--- config.mk ---
export PLATFORM = sky130hd
export DESIGN_NAME = playfair_digraph_encrypt_top
export DESIGN_NICKNAME = d
export VERILOG_FILES = /design/src/rtl/pfd_pkg.sv /design/src/rtl/pfd_front.sv /design/src/rtl/pfd_queue.sv /design/src/rtl/pfd_back.sv /design/src/rtl/playfair_digraph_encrypt_top.sv
export SDC_FILE = /design/constraint.sdc
export NUM_CORES = 1
export LEC_CHECK = 0
export BUFFER_PORTS_ARGS = -buffer_cell sky130_fd_sc_hd__clkbuf_2
export CORE_MARGIN = 3
export CORE_UTILIZATION = 45
export CTS_CLUSTER_SIZE = 25
export DETAILED_ROUTE_END_ITERATION = 8
export GPL_ROUTABILITY_DRIVEN = 0
export PLACE_DENSITY_LB_ADDON = 0.05
export SETUP_SLACK_MARGIN = 0.15
export SLEW_MARGIN = 10
export SYNTH_ARGS = -nofsm -noshare
export SYNTH_HDL_FRONTEND = slang
export SYNTH_SLANG_ARGS = --single-unit
export TNS_END_PERCENT = 30
--- constraint.sdc ---
create_clock -name clk -period 13.1 [get_ports clk]
set_clock_uncertainty 0.05 [all_clocks]
set_input_delay 1.965 -clock clk [delete_from_list [all_inputs] [get_ports clk]]
set_output_delay 1.965 -clock clk [all_outputs]
set_load 0.005 [all_outputs]
--- src/rtl/pfd_pkg.sv ---
// shared types, constants and key square helpers for the playfair digraph encryptor
// no dependencies; used by every module under rtl
package pfd_pkg;

    localparam int SIDE       = 5;
    localparam int CELLS      = SIDE * SIDE;
    localparam int CODE_W     = 5;
    localparam int KEY_W      = CELLS * CODE_W;
    localparam int CHAR_W     = 8;
    localparam int POS_W      = 3;
    localparam int CFG_IDX_W  = 2;
    localparam int CFG_DATA_W = 50;
    localparam int ROW_PAIR_W = 50;
    localparam int ROW_LAST_W = 25;
    localparam int QUEUE_DEPTH = 2;

    localparam logic [CHAR_W-1:0] CH_PAD  = 8'h5A;   // 'Z'
    localparam logic [CHAR_W-1:0] CH_FILL = 8'h58;   // 'X'
    localparam logic [CHAR_W-1:0] CH_J    = 8'h4A;   // 'J'
    localparam logic [CHAR_W-1:0] CH_I    = 8'h49;   // 'I'
    localparam logic [CHAR_W-1:0] CH_A    = 8'h41;   // 'A'
    localparam logic [POS_W-1:0]  LAST_POS = 3'd4;

    localparam logic [CFG_IDX_W-1:0] REG_ROWS_FIRST  = 2'd0;
    localparam logic [CFG_IDX_W-1:0] REG_ROWS_MIDDLE = 2'd1;
    localparam logic [CFG_IDX_W-1:0] REG_ROW_LAST    = 2'd2;

    localparam logic [ROW_PAIR_W-1:0] ROWS_FIRST_RST  = 50'd216709051748908;
    localparam logic [ROW_PAIR_W-1:0] ROWS_MIDDLE_RST = 50'd688860624693511;
    localparam logic [ROW_LAST_W-1:0] ROW_LAST_RST    = 25'd25942708;

    typedef struct packed {
        logic [CHAR_W-1:0] first_char;
        logic [POS_W-1:0]  r1;
        logic [POS_W-1:0]  c1;
        logic [POS_W-1:0]  r2;
        logic [POS_W-1:0]  c2;
        logic              last;
    } pair_job_t;

    typedef struct packed {
        logic             found;
        logic [POS_W-1:0] row;
        logic [POS_W-1:0] col;
    } loc_t;

    function automatic logic [CHAR_W-1:0] cell_char(input logic [KEY_W-1:0] key,
                                                    input logic [POS_W-1:0] row,
                                                    input logic [POS_W-1:0] col);
        logic [4:0] idx;
        logic [CODE_W-1:0] code;
        idx  = 5'(row) * 5'(SIDE) + 5'(col);
        code = key[idx * CODE_W +: CODE_W];
        return CH_A + CHAR_W'(code);
    endfunction

    // last match in cell order wins
    function automatic loc_t locate(input logic [KEY_W-1:0] key,
                                    input logic [CHAR_W-1:0] ch);
        loc_t res;
        res = '0;
        for (int r = 0; r < SIDE; r++) begin
            for (int c = 0; c < SIDE; c++) begin
                if (CH_A + CHAR_W'(key[(r * SIDE + c) * CODE_W +: CODE_W]) == ch) begin
                    res.found = 1'b1;
                    res.row   = POS_W'(r);
                    res.col   = POS_W'(c);
                end
            end
        end
        return res;
    endfunction

    function automatic logic [POS_W-1:0] next_pos(input logic [POS_W-1:0] v);
        return (v >= LAST_POS) ? '0 : v + 1'b1;
    endfunction

endpackage

--- src/rtl/pfd_front.sv ---
// front end: accepts plaintext characters, pairs them and locates them in the key square
// depends on pfd_pkg; pushes one pair job per digraph into pfd_queue
module pfd_front (
    input  logic                           clk,
    input  logic                           rst_n,
    input  logic [pfd_pkg::KEY_W-1:0]      key,
    input  logic                           in_tvalid,
    output logic                           in_tready,
    input  logic [7:0]                     in_tdata,   // [7:0] plain_char
    input  logic                           in_tlast,   // end_of_text
    output logic                           push_valid,
    input  logic                           push_ready,
    output pfd_pkg::pair_job_t             push_job
);

    logic [pfd_pkg::CHAR_W-1:0] held_char_reg;
    logic                       holding_reg;
    logic [pfd_pkg::POS_W-1:0]  first_row_reg, first_col_reg;
    logic [pfd_pkg::POS_W-1:0]  second_row_reg, second_col_reg;

    logic [pfd_pkg::CHAR_W-1:0] ch_fix;
    pfd_pkg::loc_t              loc_in, loc_pad;
    logic [pfd_pkg::POS_W-1:0]  sel_row, sel_col, pad_row, pad_col;
    logic                       accept;

    always_comb
    begin
        ch_fix  = (in_tdata == pfd_pkg::CH_J) ? pfd_pkg::CH_I : in_tdata;
        loc_in  = pfd_pkg::locate(key, ch_fix);
        loc_pad = pfd_pkg::locate(key, pfd_pkg::CH_PAD);
        // a miss keeps the position found last for this slot
        if (holding_reg)
        begin
            sel_row = loc_in.found ? loc_in.row : second_row_reg;
            sel_col = loc_in.found ? loc_in.col : second_col_reg;
        end
        else
        begin
            sel_row = loc_in.found ? loc_in.row : first_row_reg;
            sel_col = loc_in.found ? loc_in.col : first_col_reg;
        end
        pad_row = loc_pad.found ? loc_pad.row : second_row_reg;
        pad_col = loc_pad.found ? loc_pad.col : second_col_reg;

        in_tready  = push_ready;
        push_valid = in_tvalid && (holding_reg || in_tlast);
        accept     = in_tvalid && in_tready;

        if (holding_reg)
        begin
            push_job.first_char = held_char_reg;
            push_job.r1         = first_row_reg;
            push_job.c1         = first_col_reg;
            push_job.r2         = sel_row;
            push_job.c2         = sel_col;
            push_job.last       = in_tlast;
        end
        else
        begin
            // odd-length message closes with the pad letter
            push_job.first_char = ch_fix;
            push_job.r1         = sel_row;
            push_job.c1         = sel_col;
            push_job.r2         = pad_row;
            push_job.c2         = pad_col;
            push_job.last       = 1'b1;
        end
    end

    always_ff @(posedge clk or negedge rst_n)
    begin
        if (!rst_n)
        begin
            held_char_reg  <= '0;
            holding_reg    <= 1'b0;
            first_row_reg  <= '0;
            first_col_reg  <= '0;
            second_row_reg <= '0;
            second_col_reg <= '0;
        end
        else if (accept)
        begin
            if (holding_reg)
            begin
                second_row_reg <= sel_row;
                second_col_reg <= sel_col;
                holding_reg    <= 1'b0;
                held_char_reg  <= '0;
            end
            else
            begin
                first_row_reg <= sel_row;
                first_col_reg <= sel_col;
                if (in_tlast)
                begin
                    second_row_reg <= pad_row;
                    second_col_reg <= pad_col;
                end
                else
                begin
                    held_char_reg <= ch_fix;
                    holding_reg   <= 1'b1;
                end
            end
        end
    end

    a_open_pair: assert property (@(posedge clk) disable iff (!rst_n)
        (accept && !holding_reg && !in_tlast) |=> holding_reg)
        else $error("open pair not recorded");

    a_pair_closes: assert property (@(posedge clk) disable iff (!rst_n)
        (accept && holding_reg) |=> !holding_reg)
        else $error("pair not closed after second character");

endmodule

--- src/rtl/pfd_queue.sv ---
// short queue of pair jobs between the front end and the back end
// depends on pfd_pkg for the job type
module pfd_queue #(
    parameter int DEPTH = pfd_pkg::QUEUE_DEPTH
) (
    input  logic               clk,
    input  logic               rst_n,
    input  logic               push_valid,
    output logic               push_ready,
    input  pfd_pkg::pair_job_t push_job,
    output logic               pop_valid,
    input  logic               pop_ready,
    output pfd_pkg::pair_job_t pop_job
);

    localparam int PTR_W = (DEPTH > 1) ? $clog2(DEPTH) : 1;
    localparam int CNT_W = $clog2(DEPTH + 1);

    pfd_pkg::pair_job_t mem [DEPTH];
    logic [PTR_W-1:0]   wr_ptr_reg, rd_ptr_reg;
    logic [CNT_W-1:0]   count_reg;
    logic               do_push, do_pop;

    always_comb
    begin
        push_ready = (count_reg != CNT_W'(DEPTH));
        pop_valid  = (count_reg != '0);
        pop_job    = mem[rd_ptr_reg];
        do_push    = push_valid && push_ready;
        do_pop     = pop_valid && pop_ready;
    end

    always_ff @(posedge clk)
    begin
        if (do_push)
        begin
            mem[wr_ptr_reg] <= push_job;
        end
    end

    always_ff @(posedge clk or negedge rst_n)
    begin
        if (!rst_n)
        begin
            wr_ptr_reg <= '0;
            rd_ptr_reg <= '0;
            count_reg  <= '0;
        end
        else
        begin
            if (do_push)
            begin
                wr_ptr_reg <= (wr_ptr_reg == PTR_W'(DEPTH - 1)) ? '0 : wr_ptr_reg + 1'b1;
            end
            if (do_pop)
            begin
                rd_ptr_reg <= (rd_ptr_reg == PTR_W'(DEPTH - 1)) ? '0 : rd_ptr_reg + 1'b1;
            end
            if (do_push && !do_pop)
            begin
                count_reg <= count_reg + 1'b1;
            end
            else if (do_pop && !do_push)
            begin
                count_reg <= count_reg - 1'b1;
            end
        end
    end

    a_count_bound: assert property (@(posedge clk) disable iff (!rst_n)
        count_reg <= CNT_W'(DEPTH))
        else $error("queue count beyond depth");

endmodule

--- src/rtl/pfd_back.sv ---
// back end: turns one pair job into two cipher characters on the output stream
// depends on pfd_pkg; pulls jobs from pfd_queue
module pfd_back (
    input  logic                      clk,
    input  logic                      rst_n,
    input  logic [pfd_pkg::KEY_W-1:0] key,
    input  logic                      pop_valid,
    output logic                      pop_ready,
    input  pfd_pkg::pair_job_t        pop_job,
    output logic                      out_tvalid,
    input  logic                      out_tready,
    output logic [7:0]                out_tdata,   // [7:0] cipher_char
    output logic                      out_tlast    // end_of_cipher
);

    pfd_pkg::pair_job_t         job_reg;
    logic                       busy_reg;
    logic                       phase_reg;   // 0: first letter, 1: second letter
    logic [pfd_pkg::CHAR_W-1:0] ch_a, ch_b;
    logic                       out_accept;

    always_comb
    begin
        priority if (job_reg.r1 == job_reg.r2 && job_reg.c1 == job_reg.c2)
        begin
            ch_a = job_reg.first_char;
            ch_b = pfd_pkg::CH_FILL;
        end
        else if (job_reg.r1 == job_reg.r2)
        begin
            ch_a = pfd_pkg::cell_char(key, job_reg.r1, pfd_pkg::next_pos(job_reg.c1));
            ch_b = pfd_pkg::cell_char(key, job_reg.r2, pfd_pkg::next_pos(job_reg.c2));
        end
        else if (job_reg.c1 == job_reg.c2)
        begin
            ch_a = pfd_pkg::cell_char(key, pfd_pkg::next_pos(job_reg.r1), job_reg.c1);
            ch_b = pfd_pkg::cell_char(key, pfd_pkg::next_pos(job_reg.r2), job_reg.c2);
        end
        else
        begin
            ch_a = pfd_pkg::cell_char(key, job_reg.r1, job_reg.c2);
            ch_b = pfd_pkg::cell_char(key, job_reg.r2, job_reg.c1);
        end

        out_tvalid = busy_reg;
        out_tdata  = phase_reg ? ch_b : ch_a;
        out_tlast  = busy_reg && phase_reg && job_reg.last;
        out_accept = out_tvalid && out_tready;
        // take the next job as the second letter leaves
        pop_ready  = !busy_reg || (out_accept && phase_reg);
    end

    always_ff @(posedge clk)
    begin
        if (pop_valid && pop_ready)
        begin
            job_reg <= pop_job;
        end
    end

    always_ff @(posedge clk or negedge rst_n)
    begin
        if (!rst_n)
        begin
            busy_reg  <= 1'b0;
            phase_reg <= 1'b0;
        end
        else
        begin
            if (pop_ready)
            begin
                busy_reg  <= pop_valid;
                phase_reg <= 1'b0;
            end
            else if (out_accept)
            begin
                phase_reg <= 1'b1;
            end
        end
    end

    a_second_follows: assert property (@(posedge clk) disable iff (!rst_n)
        (out_accept && !phase_reg) |=> (out_tvalid && phase_reg))
        else $error("second letter of pair missing");

    a_last_on_second: assert property (@(posedge clk) disable iff (!rst_n)
        out_tlast |-> (phase_reg && busy_reg))
        else $error("end of cipher on first letter");

endmodule

--- src/rtl/playfair_digraph_encrypt_top.sv ---
// playfair digraph encryptor: one plaintext character per cycle unless stalled, two cipher characters per pair
// first result appears once the closing pair job has passed through the job queue into the back end job register
// throughput: one character in and one result out per cycle when neither side stalls; the back end sends two letters
// per pair against one pair job every two characters; a two-entry job queue decouples them
// reset (async, active low) clears the open pair, last positions and queue; key loads defaults
module playfair_digraph_encrypt_top #(
    parameter int QUEUE_DEPTH = pfd_pkg::QUEUE_DEPTH
) (
    input  logic                           clk,
    input  logic                           rst_n,
    input  logic                           cfg_we,
    input  logic [pfd_pkg::CFG_IDX_W-1:0]  cfg_index,
    input  logic [pfd_pkg::CFG_DATA_W-1:0] cfg_data,
    input  logic                           s_axis_tvalid,
    output logic                           s_axis_tready,
    input  logic [7:0]                     s_axis_tdata,   // [7:0] plain_char
    input  logic                           s_axis_tlast,   // end_of_text
    output logic                           m_axis_tvalid,
    input  logic                           m_axis_tready,
    output logic [7:0]                     m_axis_tdata,   // [7:0] cipher_char
    output logic                           m_axis_tlast    // end_of_cipher
);

    logic [pfd_pkg::ROW_PAIR_W-1:0] rows_first_reg, rows_middle_reg;
    logic [pfd_pkg::ROW_LAST_W-1:0] row_last_reg;
    logic [pfd_pkg::KEY_W-1:0]      key;

    logic               push_valid, push_ready, pop_valid, pop_ready;
    pfd_pkg::pair_job_t push_job, pop_job;

    assign key = {row_last_reg, rows_middle_reg, rows_first_reg};

    always_ff @(posedge clk or negedge rst_n)
    begin
        if (!rst_n)
        begin
            rows_first_reg  <= pfd_pkg::ROWS_FIRST_RST;
            rows_middle_reg <= pfd_pkg::ROWS_MIDDLE_RST;
            row_last_reg    <= pfd_pkg::ROW_LAST_RST;
        end
        else if (cfg_we)
        begin
            unique case (cfg_index)
                pfd_pkg::REG_ROWS_FIRST:  rows_first_reg  <= cfg_data;
                pfd_pkg::REG_ROWS_MIDDLE: rows_middle_reg <= cfg_data;
                pfd_pkg::REG_ROW_LAST:    row_last_reg    <= cfg_data[pfd_pkg::ROW_LAST_W-1:0];
                default: ;
            endcase
        end
    end

    pfd_front u_front (
        .clk        (clk),
        .rst_n      (rst_n),
        .key        (key),
        .in_tvalid  (s_axis_tvalid),
        .in_tready  (s_axis_tready),
        .in_tdata   (s_axis_tdata),
        .in_tlast   (s_axis_tlast),
        .push_valid (push_valid),
        .push_ready (push_ready),
        .push_job   (push_job)
    );

    pfd_queue #(
        .DEPTH (QUEUE_DEPTH)
    ) u_queue (
        .clk        (clk),
        .rst_n      (rst_n),
        .push_valid (push_valid),
        .push_ready (push_ready),
        .push_job   (push_job),
        .pop_valid  (pop_valid),
        .pop_ready  (pop_ready),
        .pop_job    (pop_job)
    );

    pfd_back u_back (
        .clk        (clk),
        .rst_n      (rst_n),
        .key        (key),
        .pop_valid  (pop_valid),
        .pop_ready  (pop_ready),
        .pop_job    (pop_job),
        .out_tvalid (m_axis_tvalid),
        .out_tready (m_axis_tready),
        .out_tdata  (m_axis_tdata),
        .out_tlast  (m_axis_tlast)
    );

endmodule
== Word-level counts from Yosys, hierarchy flattened ==
Memories as Yosys holds them, arrays and structs flattened. A register that Yosys moved wholly into a read port is not among the register bits.
Index checks and enable logic that the tools add are counted.

* Register bits after elaboration: 152
* Output and inout bits: 11
* Word-level logic and storage cells: 252
* Memories kept: 1
* RAM bits: 42
* Input bits: 66

* $lt $le $gt $ge: 4
* $mul: 10
* Reduce and logical (&&, ||, !) cells: 27
* $add $sub $neg: 45
* Equality and inequality tests: 57
* Bitwise gates (word level): 1
* Muxes and demuxes: 87
* Shift operators: 6

{| class="wikitable"
|+ Memory list
! memory !! depth !! width !! rd ports !! clocked after memory_dff !! write ports !! RTL line !! source
|-
| u_queue.mem || 2 || 21 || 1 || 1 || 1 || pfd_queue.sv:19 || <nowiki>pfd_pkg::pair_job_t mem [DEPTH];</nowiki>
|}

{| class="wikitable"
|+ Operators with widths
! cell !! count
|-
| 125-bit by 9-bit variable part select with 5-bit output || 6
|-
| 7-bit 2-to-1 mux || 50
|-
| 7-bit by 5-bit adder with 8-bit output (first input constant) || 31
|-
| 8-bit by 7-bit equality test with 1-bit output (second input constant) || 26
|-
| 8-bit equality test || 25
|-
| 8-bit 2-to-1 mux || 10
|-
| 5-bit by 3-bit multiplier with 8-bit output (second input constant) || 6
|-
| 3-bit 2-to-1 mux || 16
|-
| 5-bit by 3-bit adder with 5-bit output || 6
|-
| 21-bit 2-to-1 mux || 1
|-
| 3-bit by 3-bit multiplier with 5-bit output (second input constant) || 4
|-
| 3-bit by 1-bit adder with 3-bit output (second input constant) || 4
|-
| 3-bit >= comparator (second input constant) || 4
|-
| 2-bit AND reduction || 6
|-
| 1-bit logical AND || 11
|-
| 1-bit 2-to-1 mux || 8
|-
| 2-bit nonzero test || 4
|-
| 3-bit equality test || 2
|-
| 2-bit 2-to-1 mux || 2
|-
| 1-bit zero test || 3
|-
| 1-bit adder (second input constant) || 2
|-
| 2-bit by 1-bit adder with 2-bit output (second input constant) || 1
|-
| 2-bit by 1-bit equality test with 1-bit output (second input constant) || 1
|-
| 2-bit equality test (second input constant) || 1
|-
| 6 further kinds || 7
|}

== Depth between registers and ports, before layout ==
Gate-level depths: netlist of the first run.

* Word-level depth: 31
* Mapped depth: 21
* Depth with buffers taken out: 19

== By module ==
A second synthesis of the first run with hierarchy kept.

* Cells, all modules: 2016
* Area total of the unflattened synthesis: 19234.7 um2

{| class="wikitable"
|+ Modules (own cells, without submodules)
! module !! area each (um2) !! cells each !! instances !! sequential area each (um2)
|-
| pfd_front || 7609.8 || 1072 || 1 || 525.5
|-
| pfd_back || 5172.5 || 596 || 1 || 680.7
|-
| playfair_digraph_encrypt_top || 4720.8 || 265 || 1 || 3196.8
|-
| pfd_queue || 1731.7 || 83 || 1 || 1361.3
|}

== Worst setup path after synthesis of the first run ==
OpenSTA, ideal clock, no wires.

* Kind: register -> output
* Start: register u_back.job_reg[11] (netlist name)
* End: output m_axis_tdata[4]
* Arrival: 4.442 ns
* Data required time: 11.085 ns
* Cell stages (with the launch flop): 18
* Buffers on the path: 1
* Slack: 6.643 ns
* Cell sequence: edfxtp_1 > ha_1 > nor2b_1 > ha_1 > ha_1 > fa_1 > nor4_1 > o31ai_4 > buf_4 > a2111oi_0 > a211oi_1 > a32o_1 > a41o_1 > or2_2 > ha_1 > nor3b_1 > xnor2_1 > a21boi_2

* Word-level cells in the longest chain between the ends: 11
* Elaborated cells between the ends (all ways): 25
* Those cells by class: 7 x add/sub; 5 x mul; 1 x order compare; 1 x eq/ne; 3 x shift; 7 x mux; 1 x reduce/logical

{| class="wikitable"
|+ RTL lines
! what !! RTL line !! source
|-
| 3-bit by 1-bit adder with 3-bit output or 3-bit >= comparator (tied branches) || pfd_pkg.sv:75 || <nowiki>return (v >= LAST_POS) ? '0 : v + 1'b1;</nowiki>
|-
| 3-bit 2-to-1 mux || pfd_pkg.sv:75 ||
|-
| 3-bit by 3-bit multiplier with 5-bit output || pfd_pkg.sv:52 || <nowiki>idx = 5'(row) * 5'(SIDE) + 5'(col);</nowiki>
|-
| 5-bit by 3-bit adder with 5-bit output || pfd_pkg.sv:52 ||
|-
| 5-bit by 3-bit multiplier with 8-bit output || pfd_pkg.sv:53 || <nowiki>code = key[idx * CODE_W +: CODE_W];</nowiki>
|-
| 125-bit by 9-bit variable part select with 5-bit output || pfd_pkg.sv:53 ||
|-
| 7-bit by 5-bit adder with 8-bit output || pfd_pkg.sv:54 || <nowiki>return CH_A + CHAR_W'(code);</nowiki>
|-
| 8-bit 2-to-1 mux || pfd_back.sv:34 || <nowiki>else if (job_reg.c1 == job_reg.c2)</nowiki>
|-
| 8-bit 2-to-1 mux || pfd_back.sv:29 || <nowiki>else if (job_reg.r1 == job_reg.r2)</nowiki>
|-
| 8-bit 2-to-1 mux || pfd_back.sv:24 || <nowiki>priority if (job_reg.r1 == job_reg.r2 && job_reg.c1 == job_reg.c2)</nowiki>
|-
| 8-bit 2-to-1 mux * || pfd_back.sv:46 || <nowiki>out_tdata = phase_reg ? ch_b : ch_a;</nowiki>
|-
| end, declared || playfair_digraph_encrypt_top.sv:20 || <nowiki>output logic [7:0] m_axis_tdata,</nowiki>
|}

Mark *: on every way between the ends. The rest lies on a longest branch, timed or not.

== Final worst setup path of the first run ==
* Start: register u_back.job_reg[5] (netlist name)
* End: output m_axis_tdata[4]

* Word-level cells in the longest chain between the ends: 11
* Elaborated cells between the ends (all ways): 25
* Those cells by class: 7 x add/sub; 5 x mul; 1 x order compare; 1 x eq/ne; 3 x shift; 7 x mux; 1 x reduce/logical

{| class="wikitable"
|+ RTL lines
! what !! RTL line
|-
| 3-bit by 1-bit adder with 3-bit output or 3-bit >= comparator (tied branches) || pfd_pkg.sv:75
|-
| 3-bit 2-to-1 mux || pfd_pkg.sv:75
|-
| 3-bit by 3-bit multiplier with 5-bit output || pfd_pkg.sv:52
|-
| 5-bit by 3-bit adder with 5-bit output || pfd_pkg.sv:52
|-
| 5-bit by 3-bit multiplier with 8-bit output || pfd_pkg.sv:53
|-
| 125-bit by 9-bit variable part select with 5-bit output || pfd_pkg.sv:53
|-
| 7-bit by 5-bit adder with 8-bit output || pfd_pkg.sv:54
|-
| 8-bit 2-to-1 mux || pfd_back.sv:34
|-
| 8-bit 2-to-1 mux || pfd_back.sv:29
|-
| 8-bit 2-to-1 mux || pfd_back.sv:24
|-
| 8-bit 2-to-1 mux * || pfd_back.sv:46
|}

Marked as above.

==> results, run 1 <==
- The flow ran to the end, and the final reports show no timing, DRC or antenna violations.
- The global routing usage summed across all routing layers is 0.281.
- The clock group share of total power is 0.123.
- The detailed router's first-iteration violation count is 1522.
- The number of global-route vias before repair is 15400.
- For the pin with the worst max-slew slack, the measured transition is 1.14 ns.
- The simple logic cell fraction of the synthesized area is 0.187.
- The critical path contains buffers and inverters numbering 3 combined.
- The number of enable-type register cells in the synthesized netlist is 63.
- During placement, the flow inserted port buffers numbering 76.
- Once the clock tree was built, the setup fixing pass inserted 0 buffers.
- The initial antenna violation count is 0.
- The sum of routed wire length over all layers is 62800 um.
- Of the total synthesized cell area, the portion taken by full adders, half adders and majority gates is 0.0698.
- The synthesized-area fraction occupied by xor and xnor cells is 0.0850.
- The routed layout has 16000 vias.
- The kind of end point of the critical path is an output pin.
- The signal on the critical path passes through inv_1 -> ha_1 -> nor2b_1 -> ha_1 -> ha_1 -> fa_1 -> or4_4 -> a31oi_4 -> buf_4 -> nand2b_1 -> o21ai_0 -> or4_1 -> nand4_1 -> nand3_1 -> xnor2_1 -> a31oi_1 -> a21boi_2 -> clkbuf_2.
- The remaining max-slew budget at the tightest pin is 0.231.
- The critical path arrival is 5.91 ns.
- The critical path's top delay family is simple AND/OR/NAND/NOR gates.
- The synthesis-to-layout area growth is 7.41%.
- The smallest clock period supported by the final layout is computed as 7.92 ns.
- The worst slack on hold paths is 0.425 ns.
- Of the total power, registers draw 0.222.
- The number of nets produced by synthesis is 2220.
- The final antenna-violating net count is 0.
- Gates resized during post-CTS repair numbered 0.
- Dividing the detail-routed via count by the number of cells gives 6.26.
- The die area is 44100 um2.
- IR analysis of the VDD net gives a maximum drop of 0.000199 V.
- The total count of max-transition violations in the final report came to 0.
- Of the synthesized area, sequential elements account for 0.308.
- For this design the ratio of total power to cell area is 291 nW/um2.
- The analysis attributes to cell leakage a power of 8.04 nW.
- The largest stage delay on the critical path is 0.63 ns.
- The first global-routing pass estimated 96000 um of wire.
- The kind of launch point of the worst setup path is a flip-flop.
- The number of failing setup endpoints in the final timing report is 0.
- The net switching power is 2.92 mW.
- Clock-pin slew was measured on the worst setup and hold paths at 0.06 ns.
- The share of the clock period used by the worst path is 0.605.
- Yosys mapped the design onto 91 distinct sky130hd cell types.
- The switching part of the total power is 0.500.
- The net count of the finished layout is 2179.
- Entering global routing, the biggest net connects 83 pins.
- The clock tree from TritonCTS is done.
- Setup repair after global routing left no endpoint under its margin.
- In this run the count of I/O pins placed on the die edge is 77.
- The total number of yosys warnings is 0.
- Internal power comes to 2.93 mW.
- The worst hold path belongs to the class reg2reg.
- The mean instance size in the synthesized netlist is 9.13 um2.
- The fraction of registers with async set or reset after synthesis is 0.707.
- In the final layout, the share of cells above drive strength 1 is 0.199.
- The placeable core region is 41000 um2.
- The tool flagged a number of max-cap violations equal to 0.
- Detailed placement ended at an HPWL of 46600 um.
- After synthesis the netlist holds a flip-flop and latch count of 215.
- The cell row count is 74.
- After synthesis the cells add up to 18700 um2.
- The remaining global-route overflow is 0.
- The slowest library cell on the worst path is sky130_fd_sc_hd__edfxtp_1.
- The combinational family with the most area after synthesis is simple AND/OR/NAND/NOR gates.
- The highest clock frequency the design can meet is 126 MHz.
- By startpoint and endpoint, the worst setup path is classified as reg2out.
- The setup check on the worst reg-to-reg path leaves a slack of 8.48 ns.
- CTS built an H-tree with a depth of 1.
- The most instantiated flip-flop cell in the synthesis netlist is sky130_fd_sc_hd__dfrtp_1.
- The synthesized-area fraction occupied by ao, oa, aoi and oai cells is 0.148.
- At the worst endpoint, the required time is 11.09 ns.
- Of the post-synthesis cell area, the part taken by muxes is 0.153.
- The chip height is 210 um.
- Buffers inserted to repair hold after CTS numbered 0.
- The tree built by TritonCTS fans out to 215 sinks.
- The worst-path maximum fanout is 44.
- The total negative setup slack is 0 ns.
- The final hold violation count is 0.
- The number of optimization iterations in the first detailed-route pass is 5.
- The number of clock buffers inserted by TritonCTS is 26.
- The total of fill cells in the finished design is 3895.
- After detailed routing, the average wire length per cell comes to 24.5 um.
- The number of antenna diodes in the final layout is 0.
- The initial core utilization is 0.457.
- By instance count, the cell type seen most on the critical path is sky130_fd_sc_hd__ha_1.
- The remaining routing DRC violations is 0.
- The share of power burned in combinational logic is 0.656.
- For the worst-skew pair, the clock arrives at the later sink with an insertion delay of 0.57 ns.
- The die span in x is 210 um.
- In this run the clock root is driven by a sky130_fd_sc_hd__clkbuf_16.
- The cell count after synthesis came out at 2053.
- Counting along the longest clock path gives a buffer depth of 3.
[path summary, 6_finish.rpt]
| kind | startpoint | to | cells past startpoint |
|---|---|---|---|
| worst max-delay path | u_back.job_reg[5] | m_axis_tdata[4] | 18 |
| worst min-delay path | u_front.held_char_reg[0] | u_front.held_char_reg[0] | 2 |
| worst max register to register | row_last_reg[5] | u_front.second_row_reg[2] | 11 |
| worst min register to register | u_front.held_char_reg[0] | u_front.held_char_reg[0] | 2 |
| max in group asynchronous | rst_n | row_last_reg[22] | 2 |
| min in group asynchronous | rst_n | rows_middle_reg[12] | 1 |
[synthesized netlist by cell type (6+ instances only)]
cell,instances,area share
sky130_fd_sc_hd__nand2_1,140,0.028
sky130_fd_sc_hd__ha_1,95,0.063
sky130_fd_sc_hd__nand4_1,46,0.015
sky130_fd_sc_hd__a22oi_1,11,0.0044
sky130_fd_sc_hd__buf_2,34,0.0091
sky130_fd_sc_hd__inv_1,51,0.010
sky130_fd_sc_hd__buf_4,7,0.0028
sky130_fd_sc_hd__o2111ai_1,11,0.0051
sky130_fd_sc_hd__a311oi_1,7,0.0033
sky130_fd_sc_hd__nor3b_1,45,0.018
sky130_fd_sc_hd__dfrtp_1,97,0.13
sky130_fd_sc_hd__o31ai_1,15,0.0060
sky130_fd_sc_hd__nor3_1,43,0.011
sky130_fd_sc_hd__mux2_2,172,0.10
sky130_fd_sc_hd__o211ai_1,6,0.0024
sky130_fd_sc_hd__and3_1,16,0.0053
sky130_fd_sc_hd__and2_1,17,0.0057
sky130_fd_sc_hd__mux2i_1,92,0.049
sky130_fd_sc_hd__a21oi_1,50,0.013
sky130_fd_sc_hd__edfxtp_1,63,0.10
sky130_fd_sc_hd__buf_1,17,0.0034
sky130_fd_sc_hd__a31oi_1,16,0.0053
sky130_fd_sc_hd__o22ai_1,10,0.0033
sky130_fd_sc_hd__a21o_1,9,0.0036
sky130_fd_sc_hd__fa_1,6,0.0064
sky130_fd_sc_hd__nor2_1,115,0.023
sky130_fd_sc_hd__a211oi_1,33,0.013
sky130_fd_sc_hd__o21ai_0,141,0.038
sky130_fd_sc_hd__or3_1,15,0.0050
sky130_fd_sc_hd__xnor2_1,93,0.043
sky130_fd_sc_hd__nor2b_1,49,0.016
sky130_fd_sc_hd__a22o_1,9,0.0042
sky130_fd_sc_hd__nand3_1,84,0.022
sky130_fd_sc_hd__nand3b_1,8,0.0032
sky130_fd_sc_hd__xor2_1,87,0.041
sky130_fd_sc_hd__a211o_1,6,0.0028
sky130_fd_sc_hd__nor4_1,22,0.0073
sky130_fd_sc_hd__clkbuf_1,106,0.021
sky130_fd_sc_hd__dfstp_2,55,0.077
sky130_fd_sc_hd__nand2b_1,33,0.011
sky130_fd_sc_hd__o21a_1,20,0.0080
[worst reg2reg max path: stages, from the launching register on]
cell and delay (ns):
sky130_fd_sc_hd__dfstp_2 0.66, sky130_fd_sc_hd__ha_1 0.27, sky130_fd_sc_hd__nor3b_1 0.07, sky130_fd_sc_hd__o21a_1 0.18
sky130_fd_sc_hd__o21ai_0 0.87, sky130_fd_sc_hd__nand4_1 0.54, sky130_fd_sc_hd__nor4_1 0.63, sky130_fd_sc_hd__and2_1 0.39
sky130_fd_sc_hd__mux2_2 0.37, sky130_fd_sc_hd__nor2_1 0.08, sky130_fd_sc_hd__a31oi_1 0.08, sky130_fd_sc_hd__mux2_2 0.32
[placed cells by master, fill, tap and decap left out, drive strengths merged, types with 7 or more instances in the layout]
master   netlist  routed
mux2i         92      92
a22oi         11      11
buf           63      27
o31ai         16      16
a31oi         21      21
or3           15      15
o2111ai       11      11
nor3b         47      47
dfrtp         97      97
mux2         173     173
clkbuf       107     110
nand3         85      85
edfxtp        63      63
ha            95      95
o211ai         7       7
xor2          88      88
nand2        141     141
nor3          44      44
a22o           9       9
o22ai         10      10
nor2         115     115
a211oi        34      34
o21ai        144     144
inv           51      51
nor4          24      24
a21oi         50      50
nor2b         49      49
and3          16      16
o21a          20      20
nand4         46      46
dfstp         55      55
a21o           9       9
nand2b        33      33
clkinv         0       7
nand3b         8       8
a311oi         7       7
xnor2         93      93
and2          17      17
[metal layers]
metal  vias to the layer above  global-route usage  part of all wire
li1                       7372                   -                 -
met1                      7883               0.405              0.45
met2                       639               0.435              0.43
met3                       152              0.0411             0.073
met4                         0              0.0986             0.042
met5                         -                   0                 0
[area by class of cell]
| type | count | area, um2 | share of cell area |
|---|---|---|---|
| flip-flops and latches | 215 | 5760 | 0.286 |
| well taps | 532 | 666 | 0.0331 |
| clock inverters | 12 | 141 | 0.00703 |
| clock buffers | 36 | 709 | 0.0353 |
| multi-input cells | 1617 | 12100 | 0.600 |
| repair buffers | 101 | 574 | 0.0285 |
| inverters | 51 | 191 | 0.00951 |
[power by group through the flow]
stage | registers [mW] | clock network, mW | logic [mW]
floorplan | 1.05 | 0 | 3.01
global placement | 1.29 | 0 | 3.73
detailed placement | 1.29 | 0 | 3.77
CTS | 1.28 | 0.743 | 3.79
global route | 1.32 | 0.764 | 4.16
finish | 1.30 | 0.717 | 3.84
[logic make-up after synthesis]
family	count (synthesis)
and+or+nand+nor	661
AOI/OAI and AO/OA	409
muxes	265
buffers and inverters	221
DFF	215
xor gates and xnor gates	181
adders and majority gates	101
[per-stage QoR]
step / cells / setup WS, ns / util / power (mW) / instance area [um2]
after global routing: 2564 / 4.83 / 0.491 / 6.24 / 20100
after floorplan: 2053 / 6.64 / - / 4.05 / 18700
after global placement: 2516 / 5.88 / 0.470 / 5.02 / 19300
after detailed placement: 2516 / 5.76 / 0.470 / 5.07 / 19300
after CTS: 2564 / 5.13 / 0.491 / 5.82 / 20100
final: 2564 / 5.18 / 0.491 / 5.85 / 20100
Power figures use the tool's default switching activity.
==> run 2: changes to the inputs <==
- clock period: 13.1 -> 6.9 ns (I/O delays scaled with it)
==> run 2 against run 1 <==
Against the previous run:
- first-iteration DRC count fell by 3.5%
- non-clock buffer count grew 18
- total power up 95%
- combinational power is 98% higher
==> results, run 2 (synthesis gave the netlist of run 1 again) <==
- The run finished with clean final reports.
- The die span in x is 210 um.
- The number of clock buffers inserted by TritonCTS is 26.
- Together, buffers and inverters on the worst path number 2.
- For this configuration, the core starts out at a cell density of 0.457.
- The library cell appearing most often on the critical path is sky130_fd_sc_hd__a31oi_1.
- Counting buffers and inverters, the worst setup path is 14 cells deep.
- Clock-pin slew was measured on the worst setup and hold paths at 0.06 ns.
- The initial antenna violation count is 3.
- The placed instances occupy a cell area of 19300 um2.
- The total negative setup slack is 0 ns.
- The pre-CTS setup slack is 0.687 ns.
- The cell row count is 74.
- The number of nets in the finished design is 2197.
- In the final routed layout, each cell accounts on average for 24.5 um.
- Compared with the post-synthesis result, the final layout area differs by 8.43%.
- The count of boundary I/O pins is 77.
- The first TritonRoute pass finished after 5 iterations.
- The total count of max-transition violations in the final report is 0.
- The half-perimeter wire length after placement is 47100 um.
- The switching part of the total power is 0.500.
- Of the total power, the clock network draws 0.118.
- The final critical path time including I/O delays and setup is 6.57 ns.
- Measured on the finished design, the core utilization comes to 0.495.
- The design area is 20300 um2.
- Global routing finished with a remaining overflow of 0.
- In this run the static leakage power is 8.14 nW.
- The number of port buffers is 76.
- The final hold violation count is 0.
- TritonCTS built the clock tree.
- The number of vias per cell after detailed routing is 6.21.
- The insertion delay to the later sink of the worst-skew pair is 0.58 ns.
- The ratio of cells with drive above 1 in the final layout is 0.207.
- The critical path's top delay family is compound AO/OA/AOI/OAI gates.
- Of the total power, registers draw 0.213.
- The largest stage delay on the critical path is 0.74 ns.
- The clock tree root buffer cell is sky130_fd_sc_hd__clkbuf_16.
- The kind of launch point of the worst setup path is a flip-flop.
- The detailed router's first-iteration violation count is 1468.
- In the routed design, unresolved DRC markers number 0.
- Leaving out fill and tap cells, the most frequent cells in the layout are sky130_fd_sc_hd__mux2_2 (172), sky130_fd_sc_hd__nand2_1 (140), sky130_fd_sc_hd__o21ai_0 (140).
- For met1 alone, demand over resource in global routing was 0.396.
- The critical path goes through inv_1 -> ha_1 -> nor2b_1 -> fa_1 -> nor4_1 -> a31oi_4 -> and3_1 -> a2111oi_0 -> a31oi_1 -> o211ai_2 -> xnor2_1 -> a31oi_1 -> a21boi_2 -> clkbuf_2.
- The total of fill cells in the finished design is 3906.
- Headroom to the max-slew limit came out at 0.222.
- The count of maximum capacitance violations is 0.
- The power per cell area is 561 nW/um2.
- For this run, global-route usage on met3 was measured as 0.0549.
- The slowest stage of the critical path is the sky130_fd_sc_hd__nor4_1 cell.
- In the finished design, the share of the clock period the worst path needs comes to 0.953.
- The first global-routing pass estimated 95200 um of wire.
- Leaving out fill and tap cells, the most frequent cell in the layout is sky130_fd_sc_hd__mux2_2.
- Setup repair after global routing could not meet its margin everywhere.
- In the final layout, the multi-input gates occupy 12100 um2.
- The clock net sink count is 215.
- The number of vias in the routed layout is 16100.
- The worst slack on hold paths is 0.291 ns.
- The most used routing layer is met2.
- The cell-internal power is 5.70 mW.
- In the final layout, flip-flops and latches occupy 5760 um2.
- The final antenna-violating net count is 0.
- The smallest setup slack after layout is 0.327 ns.
- The global routing met2 resource utilization is 0.435.
- The net switching power is 5.69 mW.
- In the global route stage, overall resource usage came out at 0.282.
- The sum of routed wire length over all layers is 63400 um.
- The kind of path behind the tightest hold check is in2async.
- The worst-case vdd ir drop is 0.000472 V.
- The share of power burned in combinational logic is 0.668.
- The chip height is 210 um.
- STA classifies the critical path endpoint as an output pin.
- Entering global routing, the biggest net connects 64 pins.
- The path type of the worst setup path is reg2out.
- The worst-path maximum fanout is 36.
- The die covers 44100 um2.
- Setup violations remaining at the end of the flow were counted as 0.
- At the pin with the least slew margin, the transition time is 1.17 ns.
- The highest clock frequency the design can meet is 152 MHz.
- For the worst setup path, the data arrival time is 5.49 ns.
- CTS built an H-tree with a depth of 1.
- The required time reported for the critical path endpoint is 5.81 ns.
- The number of global-route vias before repair is 15300.
- Counting along the longest clock path gives a buffer depth of 3.
- The placeable core region is 41000 um2.
- Measured in cells, the most critical reg-to-reg path has a length of 11.
## run 2: cell count changes in the layout (fill, tap and decap cells not counted), sizes merged
cell      previous run  this run
diode                0         3
inv                 51        52
clkinvlp             3         1
clkbuf             110       112
buf                 27        44
bufinv               2         1
clkinv               7         8
## run 2: area by class of cell
type	count	share of cell area
timing repair buffer	119	0.0372
antenna	3	0.000370
multi-input combinational	1617	0.595
clock inverter	11	0.00554
sequential	215	0.284
inverter	51	0.00942
tap	532	0.0328
clock buffer	37	0.0355
## run 2: worst paths after layout
kind | from | endpoint | slack (ns)
min reg2reg | u_front.held_char_reg[1] | u_front.held_char_reg[1] | 0.43
min | rst_n | rows_first_reg[13] | 0.29
max in group asynchronous | rst_n | row_last_reg[20] | 5.38
min in group clk | u_front.held_char_reg[1] | u_front.held_char_reg[1] | 0.43
max | u_back.job_reg[2] | m_axis_tdata[4] | 0.33
max reg2reg | row_last_reg[5] | u_front.second_row_reg[2] | 2.32
## run 2: what timing repair did
item / CTS / global route
setup endpoints to repair: 1 / 5
pin swaps: 0 / 2
resized for setup: 0 / 6
hold buffers: 0 / 0
gates cloned: 0 / 1
setup buffers: 1 / 10
## run 2: power groups by stage
stage	clock network [mW]	registers (mW)	logic, mW
after global placement	0	2.43	7.21
after detailed placement	0	2.45	7.27
after floorplan	0	1.99	5.71
after CTS	1.38	2.42	7.32
final	1.34	2.43	7.62
after global routing	1.43	2.47	8.19
## run 2: stage by stage
stage	std cells	total power, mW
after floorplan	2053	7.69
after global placement	2522	9.64
after detailed placement	2522	9.72
after CTS	2571	11.1
after global routing	2582	12.1
final	2585	11.4
## run 2: routing by layer
layer / part of all wire / up-vias
li1: - / 7417
met1: 0.44 / 7839
met2: 0.43 / 669
met3: 0.086 / 138
met4: 0.042 / 2
met5: 0.00038 / -
==> run 3: changes to the inputs <==
- clock period: 6.9 -> 8.3 ns (I/O delays scaled with it)
==> run 3 against run 2 <==
Against the previous run:
- final cell count is 0.70% lower
- combinational power is 20% lower
- total power is 19% lower
- final area is 0.97% lower
- largest cell class unchanged
- clock power is 18% lower
- critical path depth is 6 higher
- die area stayed put
==> results, run 3 (synthesis gave the netlist of run 1 again) <==
- The floorplan step defined a die boundary enclosing 44100 um2.
- The kind of end point of the critical path is an output pin.
- In the final layout, the multi-input gates occupy 12100 um2.
- Power spread over the standard cell area amounts to 459 nW/um2.
- The first-pass GRT wire length is 96700 um.
- The number of failing setup endpoints in the final timing report is 0.
- The number of optimization iterations in the first detailed-route pass is 7.
- The worst slack on hold paths is 0.428 ns.
- The clock tree root buffer cell is sky130_fd_sc_hd__clkbuf_16.
- The tightest min-delay check is of the reg2reg type.
- The largest buffer count on any clock path is 3.
- The top cell types in the final layout, fill and taps aside, are sky130_fd_sc_hd__mux2_2 (172), sky130_fd_sc_hd__o21ai_0 (141), sky130_fd_sc_hd__nand2_1 (140).
- The worst setup path is of the reg2out kind.
- The number of setup buffers added after CTS is 0.
- After global routing the overflow that remains totals 0.
- The synthesis-to-layout area growth is 7.38%.
- The clock transition time at the flip-flop clock pins of the worst setup and hold paths is 0.06 ns.
- Entering global routing, the biggest net connects 71 pins.
- Of the cells placed in the final design, the portion with a size suffix greater than 1 is 0.199.
- The count of boundary I/O pins is 77.
- The half-perimeter wire length after placement is 47400 um.
- The worst-case vdd ir drop is 0.000459 V.
- The number of clock buffers inserted by TritonCTS is 26.
- The run finished with clean final reports.
- Across the run, the number of max-cap violations was 0.
- The number of vias in the routed layout is 16100.
- 0 antenna diodes ended up in the layout.
- The final antenna-violating net count is 0.
- The final hold violation count is 0.
- The H-tree depth is 1.
- The number of gates resized after CTS is 0.
- The insertion delay to the later sink of the worst-skew pair is 0.57 ns.
- In the finished design, the share of the clock period the worst path needs comes to 0.907.
- The initial antenna violation count is 4.
- The die is 210 um wide.
- The number of global-route vias before repair is 15500.
- Summed over all layers, the routed wires come to 63400 um.
- Data on the critical path arrives at its endpoint at 6.23 ns.
- The library cell used most frequently in the layout, excluding fill and tap cells, is sky130_fd_sc_hd__mux2_2.
- The kind of launch point of the worst setup path is a flip-flop.
- The clock net sink count is 215.
- Setup repair after global routing left no endpoint under its margin.
- The cts-stage hold buffer count is 0.
- The chip height is 210 um.
- The number of port buffers is 76.
- For this run, design rule violations remaining after detail routing come to 0.
- The initial utilization of the core area, before any placement, comes to 0.457.
- The core occupancy in the finished layout is 0.491.
- The total negative setup slack is 0 ns.
- The global routing usage summed across all routing layers is 0.284.
- TritonCTS built the clock tree.
- Based on the critical path, the design can be clocked at up to 133 MHz.
- At the pin with the least slew margin, the transition time is 1.20 ns.
- The total leakage power is 8.05 nW.
- Leaving out filler cells and counting taps, the final layout contains 2567.
- The worst-path maximum fanout is 35.
- The layout has 3916 filler cells.
- The detailed router's first-iteration violation count is 1494.
- The total count of max-transition violations in the final report came to 0.
- In the final routed layout, each cell accounts on average for 24.7 um.
- The remaining max-slew budget at the tightest pin is 0.190.
- The placeable core region is 41000 um2.
- The cell row count is 74.
- Dividing the detail-routed via count by the number of cells gives 6.26.
- In the final design database the tool counted 2182 nets.
- The worst path in the final design needs a cycle of 7.53 ns, including I/O delays and setup.
- In this run, placement finished with an instance count of 2519.
- STA puts the critical path data required time at 7.01 ns.
- Across the whole layout, storage elements account for 5760 um2.
==> run 3: cell types whose count changed in the layout (fill, tap and decap cells not counted), moves of 2 or more <==
cell and change:
sky130_fd_sc_hd__clkinv_1 +2, sky130_fd_sc_hd__nor4_2 -2, sky130_fd_sc_hd__buf_4 -11, sky130_fd_sc_hd__diode_2 -3, sky130_fd_sc_hd__clkbuf_8 -2, sky130_fd_sc_hd__buf_12 -2
sky130_fd_sc_hd__nor4_1 +2
==> run 3: cell type report <==
cell class,instances,share of cell area
well taps,532,0.0331
flip-flops and latches,215,0.287
clock inverters,13,0.00597
repair buffers,104,0.0297
clock buffers,35,0.0345
inverters,51,0.00951
multi-input cells,1617,0.601
==> run 3: final timing paths <==
check	startpoint	end	slack [ns]	cells after the start
setup / recovery	u_back.job_reg[5]	m_axis_tdata[4]	0.77	20
hold / removal	u_front.held_char_reg[7]	u_front.held_char_reg[7]	0.43	2
setup reg to reg	row_last_reg[5]	u_front.second_row_reg[2]	3.70	11
hold reg to reg	u_front.held_char_reg[7]	u_front.held_char_reg[7]	0.43	2
max in group asynchronous	rst_n	u_front.held_char_reg[4]	6.49	2
min in group asynchronous	rst_n	row_last_reg[13]	0.51	1
==> run 3: layer usage <==
| metal | routed length (um) | GRT usage |
|---|---|---|
| met3 | 5130 | 0.0500 |
| met4 | 2990 | 0.113 |
| met1 | 27800 | 0.399 |
| met5 | 13 | 0 |
| met2 | 27400 | 0.438 |
==> run 3: metrics by stage <==
| step | setup WS (ns) | total power, mW | cell area (um2) |
|---|---|---|---|
| floorplan | 2.56 | 6.40 | 18700 |
| global placement | 1.51 | 7.96 | 19300 |
| detailed placement | 1.33 | 8.04 | 19300 |
| CTS | 0.740 | 9.18 | 20100 |
| global route | 0.299 | 9.91 | 20100 |
| finish | 0.771 | 9.24 | 20100 |
==> run 3: critical path, stage by stage, from the launching register on <==
cell	delay, ns
sky130_fd_sc_hd__edfxtp_1	0.61
sky130_fd_sc_hd__inv_1	0.09
sky130_fd_sc_hd__ha_1	0.27
sky130_fd_sc_hd__nor2b_1	0.20
sky130_fd_sc_hd__ha_1	0.28
sky130_fd_sc_hd__ha_1	0.23
sky130_fd_sc_hd__fa_1	0.47
sky130_fd_sc_hd__or4_4	0.56
sky130_fd_sc_hd__a31oi_4	0.97
sky130_fd_sc_hd__mux2i_1	0.23
sky130_fd_sc_hd__a22oi_1	0.24
sky130_fd_sc_hd__nor4_1	0.08
sky130_fd_sc_hd__nor4_1	0.30
sky130_fd_sc_hd__nand2_1	0.14
sky130_fd_sc_hd__inv_1	0.08
sky130_fd_sc_hd__ha_1	0.18
sky130_fd_sc_hd__nand3_1	0.09
sky130_fd_sc_hd__xnor2_1	0.15
sky130_fd_sc_hd__a31oi_1	0.16
sky130_fd_sc_hd__a21boi_2	0.21
sky130_fd_sc_hd__clkbuf_2	0.13
==> run 3: power by group <==
part	leakage [nW]	internal, mW	switching [mW]
combinational	5.34	2.50	3.61
clock	0.395	0.623	0.474
sequential	2.32	1.48	0.564
